### config.mk
export PLATFORM = sky130hd
export DESIGN_NAME = cba_queue
export DESIGN_NICKNAME = d
export VERILOG_FILES = /design/src/design/cba_pkg.sv /design/src/design/cba_queue.sv
export SDC_FILE = /design/constraint.sdc
export NUM_CORES = 1
export LEC_CHECK = 0
export ABC_AREA = 1
export BUFFER_PORTS_ARGS = -buffer_cell sky130_fd_sc_hd__buf_2
export CORE_UTILIZATION = 54
export DETAILED_ROUTE_END_ITERATION = 7
export GPL_ROUTABILITY_DRIVEN = 0
export HOLD_SLACK_MARGIN = 0.08
export PLACE_DENSITY = 0.82
export SLEW_MARGIN = 10
export SYNTH_ARGS = -nofsm -noshare
export SYNTH_HDL_FRONTEND = slang
export SYNTH_SLANG_ARGS = --single-unit
### constraint.sdc
create_clock -name clk -period 7.83 [get_ports clk]
set_clock_uncertainty 0.15 [all_clocks]
set_input_delay 0.3915 -clock clk [delete_from_list [all_inputs] [get_ports clk]]
set_output_delay 0.3915 -clock clk [all_outputs]
set_load 0.01 [all_outputs]
### src/design/cba_pkg.sv
`default_nettype none

package cba_pkg;

    // Sizing
    localparam int BLOCK_MAX   = 1024;
    localparam int AVERAGE_MAX = 256;
    localparam int SAMPLE_W    = 16;

    localparam int POS_W    = $clog2(BLOCK_MAX);      // position within a block
    localparam int BSIZE_W  = POS_W + 1;               // block_size register
    localparam int BCNT_W   = $clog2(AVERAGE_MAX);    // block within a group
    localparam int NAVG_W   = BCNT_W + 1;              // num_to_average register
    localparam int ACC_W    = SAMPLE_W + BCNT_W;       // per-position sum
    localparam int TDATA_W  = 2 * SAMPLE_W;
    localparam int CFG_IDX_W  = 1;
    localparam int CFG_DATA_W = BSIZE_W;
    localparam int QUEUE_DEPTH = 2;

    // Configuration register indexes
    typedef enum logic [CFG_IDX_W-1:0] {
        REG_NUM_TO_AVERAGE = 1'b0,
        REG_BLOCK_SIZE     = 1'b1
    } cfg_reg_t;

    // One classified sample on its way from the front to the back
    typedef struct packed {
        logic [POS_W-1:0]           pos;
        logic signed [SAMPLE_W-1:0] re;
        logic signed [SAMPLE_W-1:0] im;
        logic                       first;   // first block of a group: overwrite
        logic                       emit;    // last block of a group: produce a result
        logic                       last;    // final position of the block
    } cba_item_t;

    typedef enum logic [2:0] {
        ST_IDLE,
        ST_ACC,
        ST_START,
        ST_DIV,
        ST_OUT
    } back_state_t;

endpackage : cba_pkg

`default_nettype wire

### src/design/cba_queue.sv
`default_nettype none

module cba_queue (
    input  wire logic               clk,
    input  wire logic               rst_n,
    input  wire logic               push,
    input  wire cba_pkg::cba_item_t push_item,
    output logic                    full,
    input  wire logic               pop,
    output cba_pkg::cba_item_t      head,
    output logic                    empty
);
    import cba_pkg::*;

    localparam int PTR_W = (QUEUE_DEPTH > 1) ? $clog2(QUEUE_DEPTH) : 1;
    localparam int CNT_W = $clog2(QUEUE_DEPTH + 1);

    cba_item_t          slot_reg [QUEUE_DEPTH];
    logic [PTR_W-1:0]   wr_ptr_reg, wr_ptr_next;
    logic [PTR_W-1:0]   rd_ptr_reg, rd_ptr_next;
    logic [CNT_W-1:0]   cnt_reg, cnt_next;
    logic               do_push, do_pop;

    assign full    = (cnt_reg == CNT_W'(QUEUE_DEPTH));
    assign empty   = (cnt_reg == '0);
    assign head    = slot_reg[rd_ptr_reg];
    assign do_push = push && !full;
    assign do_pop  = pop && !empty;

    function automatic logic [PTR_W-1:0] ptr_inc(input logic [PTR_W-1:0] p);
        return (p == PTR_W'(QUEUE_DEPTH - 1)) ? '0 : p + PTR_W'(1);
    endfunction

    always_comb
    begin
        wr_ptr_next = do_push ? ptr_inc(wr_ptr_reg) : wr_ptr_reg;
        rd_ptr_next = do_pop  ? ptr_inc(rd_ptr_reg) : rd_ptr_reg;
        cnt_next    = cnt_reg;
        if (do_push && !do_pop)
            cnt_next = cnt_reg + CNT_W'(1);
        else if (do_pop && !do_push)
            cnt_next = cnt_reg - CNT_W'(1);
    end

    always_ff @(posedge clk or negedge rst_n)
    begin
        if (!rst_n)
        begin
            wr_ptr_reg <= '0;
            rd_ptr_reg <= '0;
            cnt_reg    <= '0;
        end
        else
        begin
            wr_ptr_reg <= wr_ptr_next;
            rd_ptr_reg <= rd_ptr_next;
            cnt_reg    <= cnt_next;
        end
    end

    always_ff @(posedge clk)
    begin
        if (do_push)
            slot_reg[wr_ptr_reg] <= push_item;
    end

endmodule : cba_queue

`default_nettype wire

Word level (Yosys, flattened, before mapping)
Memories as Yosys holds them, arrays and structs flattened.
Cells that the tools add are included.
Widths: inputs -> output; s select.
{ "op_classes": {"add_sub_neg": 4, "eq_ne": 1, "muxes": 6, "n_reduce_logical": 10} }
{ "ops": {"columns": ["operator", "n"], "rows": [
  ["$logic_and 1x1->1", 4],
  ["$logic_not 1->1", 4],
  ["$mux 1", 4],
  ["$mux 2", 2],
  ["$add 1x1->1 const B", 2],
  ["$add 2x1->2 const B", 1],
  ["$eq 2x2->1 const B", 1],
  ["$logic_not 2->1", 1],
  ["$reduce_bool 2->1", 1],
  ["$sub 2x1->2 const B", 1]
]} }
{ "totals": {"reg_bits": 4, "ramBits": 90, "inputBits": 49, "output_inout_bits": 47, "elab_cells": 25, "memories": 1} }
{ "memory_table": {"columns": ["memory", "words", "width", "rd", "rd_ports_with_merged_regs", "write_ports", "line_no", "source"], "rows": [
  ["slot_reg", 2, 45, 1, 0, 1, "cba_queue.sv:18", "cba_item_t slot_reg [QUEUE_DEPTH];"]
]} }

Logic depth before layout (Yosys ltp)
{ "logic_depth": {"word_depth": 7, "ltp_mapped": 9, "depth_no_buf": 9} }

Worst setup path before layout
No wires, ideal clock.
{ "synth_timing": {"kind": "register to register", "start": "register cnt_reg[1]", "end": "memory slot_reg[1][0] (netlist bit), enable pin", "setup_time_ps": 448, "arrival_time_ps": 2478, "required_ps": 7232, "path_slack_ps": 4754, "stages_incl_launch_ff": 4, "path_buffers": 0, "synth_period_minus_slack_ps": 3076, "cell_sequence": "dfrtp_1 > inv_1 > o21ai_0 > nor2_1"} }
{ "synth_between": {"elab_chain_len": 5} }
{ "synth_lines": {"columns": ["item", "line_no", "source"], "rows": [
  ["start, declared", "cba_queue.sv:21", "logic [CNT_W-1:0] cnt_reg, cnt_next;"],
  ["start signal, assigned", "cba_queue.sv:57", "cnt_reg <= cnt_next;"],
  ["$eq 2x2->1", "cba_queue.sv:24", "assign full = (cnt_reg == CNT_W'(QUEUE_DEPTH));"],
  ["$logic_not 1->1", "cba_queue.sv:27", "assign do_push = push && !full;"],
  ["$logic_and 1x1->1", "cba_queue.sv:27", null],
  ["$mux 1", "cba_queue.sv:63", "if (do_push)"],
  ["$mux 1 (not written as such)", "cba_queue.sv:64", "slot_reg[wr_ptr_reg] <= push_item;"],
  ["end, declared", "cba_queue.sv:18", null]
]} }
No other way between the ends.

==> impl_metrics.toml <==
[drt]
vias_per_cell = 4.89
drt-total-wl_um = 6660
first_pass_iters = 5
first_iter_violations = 178
vias = 2330
routedWlPerCell_um = 14.0
drt.antenna.violating_nets = 0
drcViolationCount = 0

[worst_setup_path]
arrival_ns = 2.27
rrSetupSlack_ns = 5.62
path_buf_inv = 2
r2r_end = "slot_reg[1][3]"
cp_slowest_cell = "dfrtp_2"
worstReg2RegStart = "cnt_reg[1]"
setup.worst_path.start = "rd_ptr_reg"
endpoint_kind = "primary output"
crit_top_cell = "nand2_1"
cp.depth = 4
cp_max_fo = 47
crit_family = "flip-flops"
required_ns = 7.29
worst-r2r-cell-count = 4
crit_type = "reg -> out"
path_cells = "inv_2 > nand2_1 > nand2_1 > buf_2"
critPathLaunchType = "register"
cpPeakStageDelay_ns = 0.92
cp-endpoint = "head[40]"

[power_and_ir_drop]
clockPowerShare_pct = 21.0
power.leakage_nw = 2.00
p_sw_share_pct = 33.8
power_switching_w = 0.000530
power.internal_w = 0.00104
seqPwrFrac_pct = 48.1
power.density_nw_per_um2 = 345
vdd_ir_drop_max_v = 0.000227
pwr-share-comb_pct = 30.9

[finish]
mostFrequentLayoutCells = "nand2_1 (144), buf_2 (95), edfxtp_1 (90)"
area_delta_synth_final_pct = 30.1
final_cells = 476
drive_above_1_share_pct = 28.7
largest_register_ffs = 90
final_nets = 446
layout_commonest_cell = "nand2_1"
n_antenna_cell = 0

[cts]
cts-htree-levels = 3
clk_pin_slew_ns = 0.08
post_cts_buffers = 0
insertion_delay_ns = 0.34
clockBufferDepth = 2
cts_tree = "built"
numCtsBuffers = 9
cts_sinks = 94
clockRootBuffer = "clkbuf_8"

[logic_synthesis]
syn_nets = 316
ys_types = 15
synth_seq_cells = 94
yosysSeqAreaShare_pct = 80.1
syn_area_um2 = 3500
yosysWarnings = 0
syn_inst = 266
synth.avg_cell_area_um2 = 13.2

[floorplanning]
initial_core_util_pct = 57.4
die_w_um = 82.5
die_h_um = 82.5
core_area_um2 = 6100
rows = 28
io_pins = 96
dieArea_um2 = 6810

[global_routing]
antenna_found_initial = 0
overflow = 0
grt_pass1_vias = 2237
gr-usage-all-layers_pct = 21.0
grt_start_max_net_pins = 48
grt_pass1_wl_um = 9980

[min_path]
hp-class = "in -> reg"

[run]
cap_viol_max_count = 0

[timing]
hold_slack_ns = 0.0860
setup_viol = 0
slew_violations = 0
period_minus_slack_ns = 2.81
worstMarginPinSlew_ns = 0.957
hold_viol_final = 0
fmax_ghz = 0.356
relSlewSlack_pct = 36.1
fin_tns_setup_ns = 0
rsz0062_at_grt = "no"
finalCritPeriodShare_pct = 35.8

[placement]
place_inst = 428
portBuffers = 95
hpwl_um = 3610

[status]
status = "completed"
-- cells in the mapped netlist --
| cell | number | share of area (%) |
|---|---|---|
| buf_2 | 4 | 0.57 |
| buf_4 | 5 | 1.1 |
| dfrtp_1 | 4 | 2.9 |
| edfxtp_1 | 90 | 77 |
| ha_1 | 1 | 0.36 |
| inv_1 | 7 | 0.75 |
| inv_2 | 1 | 0.11 |
| nand2_1 | 144 | 15 |
| nand3_1 | 1 | 0.14 |
| nand3b_1 | 1 | 0.21 |
| nand4_1 | 1 | 0.18 |
| nor2_1 | 2 | 0.21 |
| nor2_2 | 2 | 0.36 |
| o21ai_0 | 2 | 0.29 |
| xnor2_1 | 1 | 0.25 |
-- power by group through the flow --
stage / clock [W] / sequential [W] / combinational [W]
final: 0.000330 / 0.000756 / 0.000486
after global routing: 0.000352 / 0.000769 / 0.000549
after CTS: 0.000332 / 0.000754 / 0.000488
after detailed placement: 0 / 0.000766 / 0.000474
after global placement: 0 / 0.000761 / 0.000464
after floorplan: 0 / 0.000727 / 0.000326
-- through the flow --
stage	worst slack [ns]	area [um^2]	util (%)	total power [W]
after floorplan	4.75	3500	-	0.00105
after global placement	5.40	4030	66.1	0.00122
after detailed placement	5.37	4030	66.1	0.00124
after CTS	4.95	4540	74.5	0.00157
after global routing	4.83	4550	74.7	0.00167
final	5.02	4550	74.7	0.00157
-- repair_timing --
item	4_1_cts	5_1_grt
hold buffers	31	1
resized for setup	0	0
endpoints found under the hold margin	62	1
-- cell families after synthesis --
kind of cell             count (synthesis)  synth area share (%)
AND/OR/NAND/NOR                        151                  16.5
XOR/XNOR                                 1                 0.250
flip-flops                              94                  80.1
AO/OA/AOI/OAI                            2                 0.286
adder cells (fa/ha/maj)                  1                 0.357
buffers and inverters                   17                  2.50
-- final cells by class --
type	instances	area [um^2]
Inverter	8	30.0
Sequential cell	94	2800
Multi-Input combinational cell	155	618
Fill cell	411	1540
Clock inverter	5	73.8
Clock buffer	11	131
Tap cell	75	93.8
Timing Repair Buffer	128	803
-- routing by layer --
layer	vias up	GRT usage, %	share of wire, %
met1	1061	24.9	39
met3	15	4.84	7.6
li1	1147	-	-
met2	107	36.4	51
met4	0	10.0	1.9
met5	-	0	0
-- worst min path at each step --
| stage | cells after the start | end | startpoint |
|---|---|---|---|
| 6_report | 1 | slot_reg[0][0] | push_item[0] |
| 5_1_grt | 1 | slot_reg[0][31] | push_item[31] |
| 4_1_cts | 1 | slot_reg[1][0] | push_item[0] |
| 3_5_place_dp | 1 | cnt_reg[1] | rst_n |
| 3_3_place_gp | 1 | cnt_reg[1] | rst_n |
| 2_1_floorplan | 0 | cnt_reg[0] | rst_n |
Note: power is estimated with default switching activity, not from simulation.
