--- src/design/cba_pkg.sv ---
`default_nettype none

package cba_pkg;

    // Sizing
    localparam int BLOCK_MAX   = 1024;
    localparam int AVERAGE_MAX = 256;
    localparam int SAMPLE_W    = 16;

    localparam int POS_W    = $clog2(BLOCK_MAX);      // position within a block
    localparam int BSIZE_W  = POS_W + 1;               // block_size register
    localparam int BCNT_W   = $clog2(AVERAGE_MAX);    // block within a group
    localparam int NAVG_W   = BCNT_W + 1;              // num_to_average register
    localparam int ACC_W    = SAMPLE_W + BCNT_W;       // per-position sum
    localparam int TDATA_W  = 2 * SAMPLE_W;
    localparam int CFG_IDX_W  = 1;
    localparam int CFG_DATA_W = BSIZE_W;
    localparam int QUEUE_DEPTH = 2;

    // Configuration register indexes
    typedef enum logic [CFG_IDX_W-1:0] {
        REG_NUM_TO_AVERAGE = 1'b0,
        REG_BLOCK_SIZE     = 1'b1
    } cfg_reg_t;

    // One classified sample on its way from the front to the back
    typedef struct packed {
        logic [POS_W-1:0]           pos;
        logic signed [SAMPLE_W-1:0] re;
        logic signed [SAMPLE_W-1:0] im;
        logic                       first;   // first block of a group: overwrite
        logic                       emit;    // last block of a group: produce a result
        logic                       last;    // final position of the block
    } cba_item_t;

    typedef enum logic [2:0] {
        ST_IDLE,
        ST_ACC,
        ST_START,
        ST_DIV,
        ST_OUT
    } back_state_t;

endpackage : cba_pkg

`default_nettype wire

--- src/design/cba_front.sv ---
`default_nettype none

module cba_front (
    input  wire logic                           clk,
    input  wire logic                           rst_n,
    input  wire logic                           cfg_we,
    input  wire logic [cba_pkg::CFG_IDX_W-1:0]  cfg_addr,
    input  wire logic [cba_pkg::CFG_DATA_W-1:0] cfg_wdata,
    input  wire logic                           s_tvalid,
    output logic                                s_tready,
    input  wire logic [cba_pkg::TDATA_W-1:0]    s_tdata,
    input  wire logic                           q_full,
    output logic                                q_push,
    output cba_pkg::cba_item_t                  q_item,
    output logic [cba_pkg::NAVG_W-1:0]          eff_navg
);
    import cba_pkg::*;

    logic [NAVG_W-1:0]  num_avg_reg, num_avg_next;
    logic [BSIZE_W-1:0] blk_size_reg, blk_size_next;
    logic [POS_W-1:0]   pos_reg, pos_next;
    logic [BCNT_W-1:0]  bcnt_reg, bcnt_next;

    logic [BSIZE_W-1:0] eff_bs;
    logic [POS_W-1:0]   pos_cur;
    logic [BSIZE_W-1:0] pos_inc;
    logic [NAVG_W-1:0]  bcnt_inc;
    logic               emit;
    logic               accept;

    // Clamp registers into their working range
    always_comb
    begin
        if (num_avg_reg == '0)
            eff_navg = NAVG_W'(1);
        else if (num_avg_reg > NAVG_W'(AVERAGE_MAX))
            eff_navg = NAVG_W'(AVERAGE_MAX);
        else
            eff_navg = num_avg_reg;

        if (blk_size_reg == '0)
            eff_bs = BSIZE_W'(1);
        else if (blk_size_reg > BSIZE_W'(BLOCK_MAX))
            eff_bs = BSIZE_W'(BLOCK_MAX);
        else
            eff_bs = blk_size_reg;
    end

    assign s_tready = !q_full;
    assign accept   = s_tvalid && !q_full;
    assign q_push   = accept;

    assign pos_cur  = ({1'b0, pos_reg} >= eff_bs) ? '0 : pos_reg;
    assign pos_inc  = {1'b0, pos_cur} + BSIZE_W'(1);
    assign bcnt_inc = {1'b0, bcnt_reg} + NAVG_W'(1);
    assign emit     = (bcnt_inc >= eff_navg);

    always_comb
    begin
        q_item.pos   = pos_cur;
        q_item.re    = s_tdata[SAMPLE_W-1:0];
        q_item.im    = s_tdata[TDATA_W-1:SAMPLE_W];
        q_item.first = (bcnt_reg == '0);
        q_item.emit  = emit;
        q_item.last  = (pos_inc == eff_bs);
    end

    // Counters and registers; any register write restarts the group
    always_comb
    begin
        num_avg_next  = num_avg_reg;
        blk_size_next = blk_size_reg;
        pos_next      = pos_reg;
        bcnt_next     = bcnt_reg;
        if (cfg_we)
        begin
            unique case (cfg_reg_t'(cfg_addr))
                REG_NUM_TO_AVERAGE: num_avg_next  = cfg_wdata[NAVG_W-1:0];
                REG_BLOCK_SIZE:     blk_size_next = cfg_wdata;
                default:            num_avg_next  = num_avg_reg;
            endcase
            pos_next  = '0;
            bcnt_next = '0;
        end
        else if (accept)
        begin
            if (pos_inc >= eff_bs)
            begin
                pos_next  = '0;
                bcnt_next = emit ? '0 : bcnt_inc[BCNT_W-1:0];
            end
            else
            begin
                pos_next = pos_inc[POS_W-1:0];
            end
        end
    end

    always_ff @(posedge clk or negedge rst_n)
    begin
        if (!rst_n)
        begin
            num_avg_reg  <= NAVG_W'(8);
            blk_size_reg <= BSIZE_W'(1);
            pos_reg      <= '0;
            bcnt_reg     <= '0;
        end
        else
        begin
            num_avg_reg  <= num_avg_next;
            blk_size_reg <= blk_size_next;
            pos_reg      <= pos_next;
            bcnt_reg     <= bcnt_next;
        end
    end

endmodule : cba_front

`default_nettype wire

--- config.mk ---
export PLATFORM = sky130hd
export DESIGN_NAME = cba_front
export DESIGN_NICKNAME = d
export VERILOG_FILES = /design/src/design/cba_pkg.sv /design/src/design/cba_front.sv
export SDC_FILE = /design/constraint.sdc
export NUM_CORES = 1
export LEC_CHECK = 0
export BUFFER_PORTS_ARGS = -buffer_cell sky130_fd_sc_hd__buf_2
export CAP_MARGIN = 10
export CORE_AREA = 2 2 81 83
export CTS_CLUSTER_SIZE = 12
export DETAILED_ROUTE_END_ITERATION = 7
export DIE_AREA = 0 0 83 85
export PLACE_DENSITY_LB_ADDON = 0.12
export SYNTH_ARGS = -nofsm -noshare
export SYNTH_HDL_FRONTEND = slang
export SYNTH_SLANG_ARGS = --single-unit
--- constraint.sdc ---
create_clock -name clk -period 6.4 [get_ports clk]
set_input_delay 0.64 -clock clk [delete_from_list [all_inputs] [get_ports clk]]
set_output_delay 0.64 -clock clk [all_outputs]
set_load 0.1 [all_outputs]
Word level (Yosys, flattened, before mapping). Index checks and enable logic that the tools add are counted.

Bits in registers: 38. Bits in latches: 0. Bits in writable memories: 0. Bits in read-only memories: 0. Bits of input ports: 49. Output and inout bits: 56. Logic and storage cells: 35. Memories kept: 0.

Add/subtract/negate cells: 2. $mul: 0. Divide/modulo/power cells: 0. $lt $le $gt $ge: 5. Equality and inequality tests: 1. Shift operators: 0. Mux-type cells: 12. Bitwise gates (word level): 1. Reduce and logical (&&, ||, !) cells: 10.

Operators with widths (count): $mux 10 (4); $mux 8 (4); $mux 11 (2); $mux 9 (2); $add 10x1->11 const B (1); $eq 11x11->1 (1); $ge 10x11->1 (1); $ge 11x11->1 (1); $gt 11x11->1 const B (1); $logic_not 11->1 (1); $add 8x1->9 const B (1); $ge 9x9->1 (1); $gt 9x9->1 const B (1); $logic_not 9->1 (1); $logic_not 8->1 (1); $reduce_and 2->1 (3); $reduce_bool 2->1 (2); $logic_and 1x1->1 (1); $logic_not 1->1 (1); $not 1->1 (1).

Logic depth before layout (Yosys ltp). Gate-level depths: netlist of run 1.

Depth in word-level cells: 10. Gate-level depth with buffers: 25. Gate-level depth less buffers: 22.

Least setup slack after synthesis of run 1. No wires, ideal clock.

Path type: reg2out. Start: register blk_size_reg[6]. End: output port q_item[0] (netlist bit). Arrival time: 6.559 ns. Data required time: 5.760 ns. Path slack: -0.799 ns. Cell stages (with the launch flop): 22. Path through: dfrtp_1 -> nor4_1 -> a31oi_1 -> nor2_1 -> ha_1 -> nand2b_1 -> a211o_1 -> a211oi_1 -> o22ai_1 -> clkbuf_1 -> buf_2 -> nor2_1 -> ha_1 -> nand3_1 -> nor3_1 -> and3_1 -> nand2b_1 -> a21oi_1 -> ha_1 -> and4_1 -> nand4_1 -> nor2_1.

RTL lines: from (decl) (RTL line cba_front.sv:20) `logic [BSIZE_W-1:0] blk_size_reg, blk_size_next;`; from (signal assigned) (RTL line cba_front.sv:111) `blk_size_reg <= blk_size_next;`; to (decl) (RTL line cba_front.sv:14) `output cba_pkg::cba_item_t q_item,`.

==> results.cfg, run 1 <==
[clock_tree]
cts_resized = 0
cts_root_buf = clkbuf_8
cts_hold_buf = 0
clk_latency_ns = 0.30
clk_pin_slew_ns = 0.09
post_cts_buffers = 0
cts_sinks = 38
htree_levels = 2
cts-buffers-inserted = 5
tritoncts = built
clk_path_buf_depth = 2

[global_routing]
grt_pass1_wl_um = 11200
grt_pass1_vias = 2324
grt_max_degree = 39
grt.overflow.total = 0
grt_util_all_layers_pct = 19.6
antenna_found_initial = 0

[power_and_ir_drop]
switching_share_pct = 40.1
power_frac_seq_pct = 33.5
ir_drop_uv = 241
power_density_mw_per_mm2 = 269
power.internal_uw = 520
p_switching_uw = 348
leakagePower_uw = 0.00156
p_clk_share_pct = 28.9
pwr-share-comb_pct = 37.6

[logic_synthesis]
avgSynthCellArea_um2 = 8.87
synth-seq-cells = 38
synthFlopType = dfrtp_1
synth_top_area_share_pct = 29.5
async_flop_share_pct = 100
yosys_warnings = 0
synth_common_cells = nand2_1, dfrtp_1, buf_4, ha_1, nor2_1
synth_edf_count = 0
synth_area_leaders = dfrtp_1, ha_1, buf_4
post-synth-top-count-cell = nand2_1
synth.cell_area_mm2 = 0.00305
syn-num-nets = 426
ys_types = 45
netlist_instances = 344
yosysSeqAreaShare_pct = 31.3
yosys.area.top_type = dfrtp_1

[route]
vias = 2374
antenna_left = 0
route.detailed.drc = 0
drt_first_pass_iters = 4
via_per_inst = 5.52
detail_route.wl_per_cell_um = 15.5
drt_iter0_drc = 75
wl_um = 6670

[sta]
fmax_mhz = 177
fin_crit_ns = 5.64
setup_violations = 0
final_hold_viol_count = 0
slew-limit-headroom_pct = 42.2
fin_setup_tns_ns = 0
rsz0062_at_grt = no
hold-worst-slack_ns = 0.449
finalMaxSlewViolations = 0
worst_pin_slew_ns = 0.867
post-route-period-util_pct = 88.1
skew_ns = 0.0120

[placed_design]
gp_congestion = 0.848
place_area_mm2 = 0.00310
port_buffers = 40
placedCellCount = 422
post-dp-hpwl_um = 5260

[die]
die_w_um = 83
io_pins = 105
initial_core_util_pct = 49.2
core_mm2 = 0.00620
fp.dieArea_mm2 = 0.00706
die_y_um = 85
num_rows = 29

[layout]
drive_gt1_share_pct = 24.4
utilization_pct = 52.1
instances_no_fill = 430
diodes = 0
design_area_mm2 = 0.00323
syn2layout_area_growth_pct = 5.99
nets = 434
largest_reg_flops = 11

[worst_setup_path]
crit_chain = nor4_1 > a31oi_1 > nor2_1 > ha_1 > nand2b_1 > a211o_1 > a211oi_1 > o22ai_2 > nor2_2 > ha_1 > nand3_1 > nor3_1 > and3_1 > nand2b_1 > a21oi_1 > ha_1 > and4_1 > nand4_1 > nor2_2 > buf_2
worstReg2RegStart = blk_size_reg[6]$_DFFE_PN0P_
critPathSlowestCell = buf_2
r2r_slack_ns = 1.06
crit_path_start_kind = flip-flop
crit_buf_inv = 1
cp.arrival_ns = 5.00
path_class = flip-flop to output port
rr_worst_depth = 22
crit_family = simple AND/OR/NAND/NOR gates
cp_max_fo = 8
path_common_cell = ha_1
cp-end-kind = output port
rr_endpoint = pos_reg[8]$_DFFE_PN0P_
slowest_delay_ns = 0.44
cp.required_ns = 5.76

[flow_run]
max_cap_viol_count = 0

[status]
run_status = finished clean

[min_path]
hp-class = input pin to async pin
## cells by family after synthesis
logic type | count (synthesis) | synth area share [%]
buffers and inverters | 66 | 12.3
muxes | 19 | 7.01
AOI/OAI and AO/OA | 62 | 14.7
DFF | 38 | 31.3
xor gates and xnor gates | 7 | 2.01
and+or+nand+nor | 119 | 19.2
adders and majority gates | 33 | 13.5
## metrics by stage
step	power [µW]	worst slack [ns]
after floorplan	648	0.165
after global placement	620	1.20
after detailed placement	623	1.05
after CTS	876	0.721
after global routing	920	0.325
final	869	0.760
## worst max-delay path by stage
stage | start | to | slack [ns] | cells past startpoint
final | blk_size_reg[6]$_DFFE_PN0P_ | q_item[0] | 0.76 | 20
after detailed placement | blk_size_reg[6]$_DFFE_PN0P_ | bcnt_reg[5]$_DFFE_PN0P_ | 1.05 | 23
after CTS | blk_size_reg[6]$_DFFE_PN0P_ | q_item[0] | 0.72 | 20
after global routing | blk_size_reg[6]$_DFFE_PN0P_ | q_item[0] | 0.32 | 20
after global placement | blk_size_reg[6]$_DFFE_PN0P_ | pos_reg[2]$_DFFE_PN0P_ | 1.20 | 22
after floorplan | blk_size_reg[6]$_DFFE_PN0P_ | q_item[0] | 0.17 | 21
## layout by cell type (no fill, tap or decap), drive strengths merged, types with 6 or more instances in the layout
| master | netlist | layout |
|---|---|---|
| nand2 | 41 | 41 |
| inv | 24 | 24 |
| nand2b | 9 | 9 |
| o21ai | 20 | 20 |
| nand3 | 8 | 8 |
| nand4 | 6 | 6 |
| ha | 33 | 33 |
| mux2 | 19 | 19 |
| dfrtp | 36 | 36 |
| nor2 | 28 | 28 |
| nor4 | 6 | 6 |
| a211o | 8 | 8 |
| buf | 35 | 42 |
| a21oi | 11 | 11 |
## metal layers
metal	routed length, µm	track usage, %	vias to the layer above	part of all wire, %
li1	-	-	1190	-
met1	3130	26.4	1104	47
met2	3090	32.2	67	46
met3	392	4.28	13	5.9
met4	57	4.92	0	0.85
met5	0	0	-	0
## worst reg2reg max path, cell delays in order (launching register included)
cell and delay, ns:
dfrtp_1 0.40, nor4_1 0.32, a31oi_1 0.13, nor2_1 0.17
ha_1 0.26, nand2b_1 0.14, a211o_1 0.29, a211oi_1 0.27
o22ai_2 0.19, nor2_2 0.22, ha_1 0.25, nand3_1 0.13
nor3_1 0.25, and3_1 0.23, nand2b_1 0.13, a21oi_1 0.07
ha_1 0.28, and4_1 0.17, a21boi_1 0.17, nor4_2 0.44
nand2_1 0.32, a211o_1 0.35, o21ai_0 0.08
## power groups by stage
| stage | Combinational, µW | Clock [µW] | Sequential (µW) |
|---|---|---|---|
| finish | 327 | 251 | 291 |
| global route | 355 | 269 | 295 |
| CTS | 328 | 256 | 292 |
| detailed placement | 327 | 0 | 296 |
| global placement | 325 | 0 | 296 |
| floorplan | 362 | 0 | 287 |
## final cells by class
cell class                      count  area [µm²]
Multi-Input combinational cell    240        1740
Clock inverter                      3        68.8
Inverter                           25        93.8
Timing Repair Buffer               42         215
Tap cell                           77        96.3
Clock buffer                        5        68.8
Sequential cell                    38         953
Fill cell                         579        2970
(Power assumes the default switching activity.)
==> run 2, diff against run 1 <==
==> constraint.sdc (replaced) <==
create_clock -name clk -period 6 [get_ports clk]
set_input_delay 0.6 -clock clk [delete_from_list [all_inputs] [get_ports clk]]
set_output_delay 0.6 -clock clk [all_outputs]
set_load 0.1 [all_outputs]
==> run 2 against run 1 <==
Core utilization up 0.081 points. Hold slack worse by 0.037 ns. Register-to-register slack lost 0.32 ns. Global-route usage grew 0.28 points. Count of clock-buffer cells in the layout is the same. Clock power increased by 6%. Critical path type unchanged. Total power increased by 6.6%. Combinational power increased by 6.1%. Final cell count unchanged. Die area is the same. Largest cell class unchanged. Setup slack got worse by 0.25 ns.
==> results.cfg, run 2 (synthesis results as in run 1) <==
[status]
run_status = finished clean

[sta]
slew-limit-headroom_pct = 43.1
worst_pin_slew_ns = 0.853
rsz0062_at_grt = no
post-route-period-util_pct = 91.5
fmax_mhz = 182
skew_ns = 0.00323
final_hold_viol_count = 0
fin_crit_ns = 5.49
finalMaxSlewViolations = 0
fin_setup_tns_ns = 0
setup_violations = 0

[worst_setup_path]
cp-end-kind = output port
slowest_delay_ns = 0.43
critPathSlowestCell = buf_2
crit_path_start_kind = flip-flop
crit_chain = nor4_1 > a31oi_1 > nor2_1 > ha_1 > nand2b_1 > a211o_1 > a211oi_1 > o22ai_2 > nor2_2 > ha_1 > nand3_1 > nor3_1 > and3_1 > nand2b_1 > a21oi_1 > ha_1 > and4_1 > nand4_1 > nor2_4 > buf_2
cp.arrival_ns = 4.89
cp.required_ns = 5.40
path_common_cell = ha_1
cp_max_fo = 4
r2r_slack_ns = 0.74
path_class = flip-flop to output port
crit_family = simple AND/OR/NAND/NOR gates
crit_buf_inv = 1

[die]
die_y_um = 85
num_rows = 29
fp.dieArea_mm2 = 0.00706
core_mm2 = 0.00620
io_pins = 105
initial_core_util_pct = 49.2
die_w_um = 83

[route]
via_per_inst = 5.54
vias = 2384
detail_route.wl_per_cell_um = 15.5
wl_um = 6690
route.detailed.drc = 0
drt_first_pass_iters = 5
antenna_left = 0
drt_iter0_drc = 78

[layout]
mostFrequentLayoutCells = nand2_1, buf_2, dfrtp_1
syn2layout_area_growth_pct = 6.15
diodes = 0
nets = 434
mostFrequentLayoutCell = nand2_1
largest_reg_flops = 11
instances_no_fill = 430
drive_gt1_share_pct = 24.4

[placed_design]
port_buffers = 40
placedCellCount = 422
gp_congestion = 0.852
post-dp-hpwl_um = 5310

[power_and_ir_drop]
pwr-share-comb_pct = 37.5
p_switching_uw = 371
ir_drop_uv = 194
p_clk_share_pct = 28.9
power.internal_uw = 555
switching_share_pct = 40.1
leakagePower_uw = 0.00156
power_density_mw_per_mm2 = 286
power_frac_seq_pct = 33.7

[global_routing]
grt_pass1_wl_um = 11400
grt_util_all_layers_pct = 19.8
antenna_found_initial = 0
grt.overflow.total = 0
grt_pass1_vias = 2316
grt_max_degree = 39

[clock_tree]
cts_sinks = 38
post_cts_buffers = 0
clk_pin_slew_ns = 0.08
cts_root_buf = clkbuf_8
tritoncts = built
clk_latency_ns = 0.29
cts_hold_buf = 0
cts_resized = 0
cts-buffers-inserted = 5
clk_path_buf_depth = 2
htree_levels = 2

[min_path]
hp-class = input pin to async pin

[flow_run]
max_cap_viol_count = 0
## run 2: cell count changes in the layout (fill, tap and decap cells not counted)
cell	delta
nor2_2	-1
nor2_4	+1
## run 2: cell type report
cell class,instances,area (µm²)
well taps,77,96.3
clock inverters,3,68.8
repair buffers,42,215
flip-flops and latches,38,953
multi-input cells,240,1740
fillers,605,2970
inverters,25,93.8
clock buffers,5,68.8
## run 2: stage by stage
step	worst slack, ns	hold WS, ns	area [µm²]	util (%)	total power, µW
floorplan	0.0678	0.304	3060	-	692
global placement	0.879	0.510	3100	50.0	662
detailed placement	0.718	0.528	3100	50.0	667
CTS	0.466	0.451	3240	52.2	934
global route	0.00560	0.478	3240	52.2	978
finish	0.510	0.412	3240	52.2	926
## run 2: worst register-to-register path, cell delays in order (launching register included)
cell and delay, ns:
dfrtp_1 0.41, nor4_1 0.30, a31oi_1 0.13, nor2_1 0.15, ha_1 0.24, nand2b_1 0.14, a211o_1 0.28, a211oi_1 0.27
o22ai_2 0.14, nor2_2 0.19, ha_1 0.25, nand3_1 0.13, nor3_1 0.24, and3_1 0.23, nand2b_1 0.14, a21oi_1 0.08
ha_1 0.29, and4_1 0.20, nand4_1 0.19, nor3_1 0.34, o41ai_2 0.11, buf_4 0.18, or4_1 0.46, o21ai_0 0.08
## run 2: layer usage
layer / track usage, % / up-vias / wire (µm)
li1: - / 1190 / -
met1: 27.6 / 1105 / 3230
met2: 31.3 / 73 / 3010
met3: 4.38 / 16 / 335
met4: 5.51 / 0 / 110
met5: 0 / - / 0
## run 2: path summary, 6_finish.rpt
path,startpoint,endpoint,cells past startpoint
worst min register to register,num_avg_reg[0]$_DFFE_PN0P_,num_avg_reg[0]$_DFFE_PN0P_,1
min in group clk,cfg_wdata[10],blk_size_reg[10]$_DFFE_PN0P_,2
worst max-delay path,blk_size_reg[6]$_DFFE_PN0P_,q_item[0],20
max in group asynchronous,rst_n,bcnt_reg[4]$_DFFE_PN0P_,1
worst max register to register,blk_size_reg[6]$_DFFE_PN0P_,bcnt_reg[5]$_DFFE_PN0P_,23
worst min-delay path,rst_n,pos_reg[1]$_DFFE_PN0P_,1
## run 2: power by group through the flow
stage	Sequential, µW	Combinational (µW)	Clock, µW
global route	317	375	285
CTS	312	350	272
detailed placement	317	350	0
finish	312	347	267
global placement	315	347	0
floorplan	306	387	0
==> run 3, diff against run 2 <==
--- a/config.mk
+++ b/config.mk
@@ -7,10 +7,11 @@
 export LEC_CHECK = 0
 export BUFFER_PORTS_ARGS = -buffer_cell sky130_fd_sc_hd__buf_2
 export CAP_MARGIN = 10
-export CORE_AREA = 2 2 81 83
+export CORE_AREA = 2 2 80 82
+export CTS_BUF_LIST = sky130_fd_sc_hd__clkbuf_2
 export CTS_CLUSTER_SIZE = 12
 export DETAILED_ROUTE_END_ITERATION = 7
-export DIE_AREA = 0 0 83 85
+export DIE_AREA = 0 0 82 84
 export PLACE_DENSITY_LB_ADDON = 0.12
 export SYNTH_ARGS = -nofsm -noshare
 export SYNTH_HDL_FRONTEND = slang
==> run 3 against run 2 <==
Fmax down 0.41%. Via count is 0.42% lower. Setup slack lost 0.023 ns. Die area fell by 2.4%. Sequential share of layout area up 0.30 points. Global-route usage grew 1.7 points. Combinational power rose by 1%. Hold slack lost 0.14 ns. Core utilization is 0.40 points higher. Sequential power barely moved. Sequential cell count stayed put. Final cell count is the same. Largest cell class unchanged.
==> results.cfg, run 3 (synthesis results as in run 1) <==
[status]
run_status = finished clean

[route]
drt_first_pass_iters = 4
vias = 2374
antenna_left = 0
via_per_inst = 5.52
drt_iter0_drc = 118
wl_um = 6820
route.detailed.drc = 0
detail_route.wl_per_cell_um = 15.9

[layout]
syn2layout_area_growth_pct = 5.09
utilization_pct = 52.6
mostFrequentLayoutCells = nand2_1, buf_2, dfrtp_1
nets = 434
drive_gt1_share_pct = 24.6
mostFrequentLayoutCell = nand2_1
diodes = 0
largest_reg_flops = 11

[placed_design]
gp_congestion = 0.891
post-dp-hpwl_um = 5380
port_buffers = 40

[clock_tree]
clk_latency_ns = 0.41
cts_hold_buf = 0
cts-buffers-inserted = 5
clk_path_buf_depth = 2
cts_root_buf = clkbuf_2
clk_pin_slew_ns = 0.22
htree_levels = 2
tritoncts = built
cts_sinks = 38

[die]
core_mm2 = 0.00610
num_rows = 29
fp.dieArea_mm2 = 0.00689
initial_core_util_pct = 50.0
die_w_um = 82
io_pins = 105
die_y_um = 84

[sta]
final_hold_viol_count = 0
slew-limit-headroom_pct = 41.5
rsz0062_at_grt = no
fmax_mhz = 181
skew_ns = 0.0233
setup_violations = 0
fin_setup_tns_ns = 0
hold-worst-slack_ns = 0.271
finalMaxSlewViolations = 0
fin_crit_ns = 5.51
worst_pin_slew_ns = 0.877
post-route-period-util_pct = 91.9

[global_routing]
antenna_found_initial = 0
grt_max_degree = 39
grt_use_met2_pct = 32.4
use_met1_pct = 31.5
grt_util_all_layers_pct = 21.5
globalRouteMet3Util_pct = 3.46
grt_pass1_vias = 2357
grt_pass1_wl_um = 11500
busiest_layer = met2
grt.overflow.total = 0

[worst_setup_path]
cp_max_fo = 8
rr_endpoint = bcnt_reg[5]$_DFFE_PN0P_
cp.arrival_ns = 4.91
rr_worst_depth = 23
crit_path_start_kind = flip-flop
r2r_slack_ns = 0.56
cp-end-kind = output port
path_class = flip-flop to output port
cp.required_ns = 5.40
worstReg2RegStart = blk_size_reg[6]$_DFFE_PN0P_

[power_and_ir_drop]
power_density_mw_per_mm2 = 269
ir_drop_uv = 155
leakagePower_uw = 0.00154

[min_path]
hp-class = input pin to async pin

[flow_run]
max_cap_viol_count = 0
-- run 3: layout make-up --
type | count | area [µm²]
tap | 77 | 96.3
timing repair buffer | 42 | 221
clock inverter | 3 | 63.8
fill | 588 | 2890
inverter | 25 | 93.8
clock buffer | 5 | 25.0
multi-input combinational | 240 | 1750
sequential | 38 | 953
-- run 3: report_power, final --
group          internal, µW  switching, µW
Clock                   111           90.7
Sequential              284           26.8
Combinational           106            245
-- run 3: worst max-delay path by stage --
stage                                start  slack, ns                 endpoint
3_3_place_gp   blk_size_reg[6]$_DFFE_PN0P_       0.83  bcnt_reg[5]$_DFFE_PN0P_
3_5_place_dp   blk_size_reg[6]$_DFFE_PN0P_       0.51  bcnt_reg[5]$_DFFE_PN0P_
5_1_grt        blk_size_reg[6]$_DFFE_PN0P_       0.05                q_item[0]
2_1_floorplan  blk_size_reg[6]$_DFFE_PN0P_       0.07                q_item[0]
4_1_cts        blk_size_reg[0]$_DFFE_PN1P_       0.12                q_item[0]
6_report       blk_size_reg[6]$_DFFE_PN0P_       0.49                q_item[0]
-- run 3: repair_timing --
item	in CTS	in global routing
setup endpoints to repair	0	2
endpoints found under the hold margin	0	0
gates resized for setup	0	5
setup buffers	0	0
-- run 3: metal layers --
layer | share of wire, % | vias to the layer above
met1 | 49 | 1111
met4 | 1.7 | 0
li1 | - | 1192
met5 | 0 | -
met2 | 45 | 52
met3 | 4.7 | 19
-- run 3: worst max-delay path, stage by stage, from the launching register on --
cell,delay (ns)
dfrtp_1,0.44
nor4_1,0.30
a31oi_1,0.16
nor2_1,0.19
ha_1,0.26
nand2b_1,0.14
a211o_1,0.29
a211oi_2,0.25
o22ai_2,0.17
nor2_2,0.20
ha_1,0.26
nand3_1,0.16
nor3_2,0.19
and3_1,0.23
nand2b_1,0.13
a21oi_1,0.07
ha_1,0.29
and4_1,0.19
nand4_1,0.22
nor2_4,0.16
buf_6,0.23
-- run 3: per-stage QoR --
| stage | area [µm²] | cells | total power, µW | setup WS (ns) |
|---|---|---|---|---|
| 2_1_floorplan | 3060 | 344 | 692 | 0.0678 |
| 3_3_place_gp | 3100 | 422 | 661 | 0.830 |
| 3_5_place_dp | 3100 | 422 | 664 | 0.509 |
| 4_1_cts | 3190 | 430 | 871 | 0.117 |
| 5_1_grt | 3210 | 430 | 916 | 0.0502 |
| 6_report | 3210 | 430 | 863 | 0.487 |
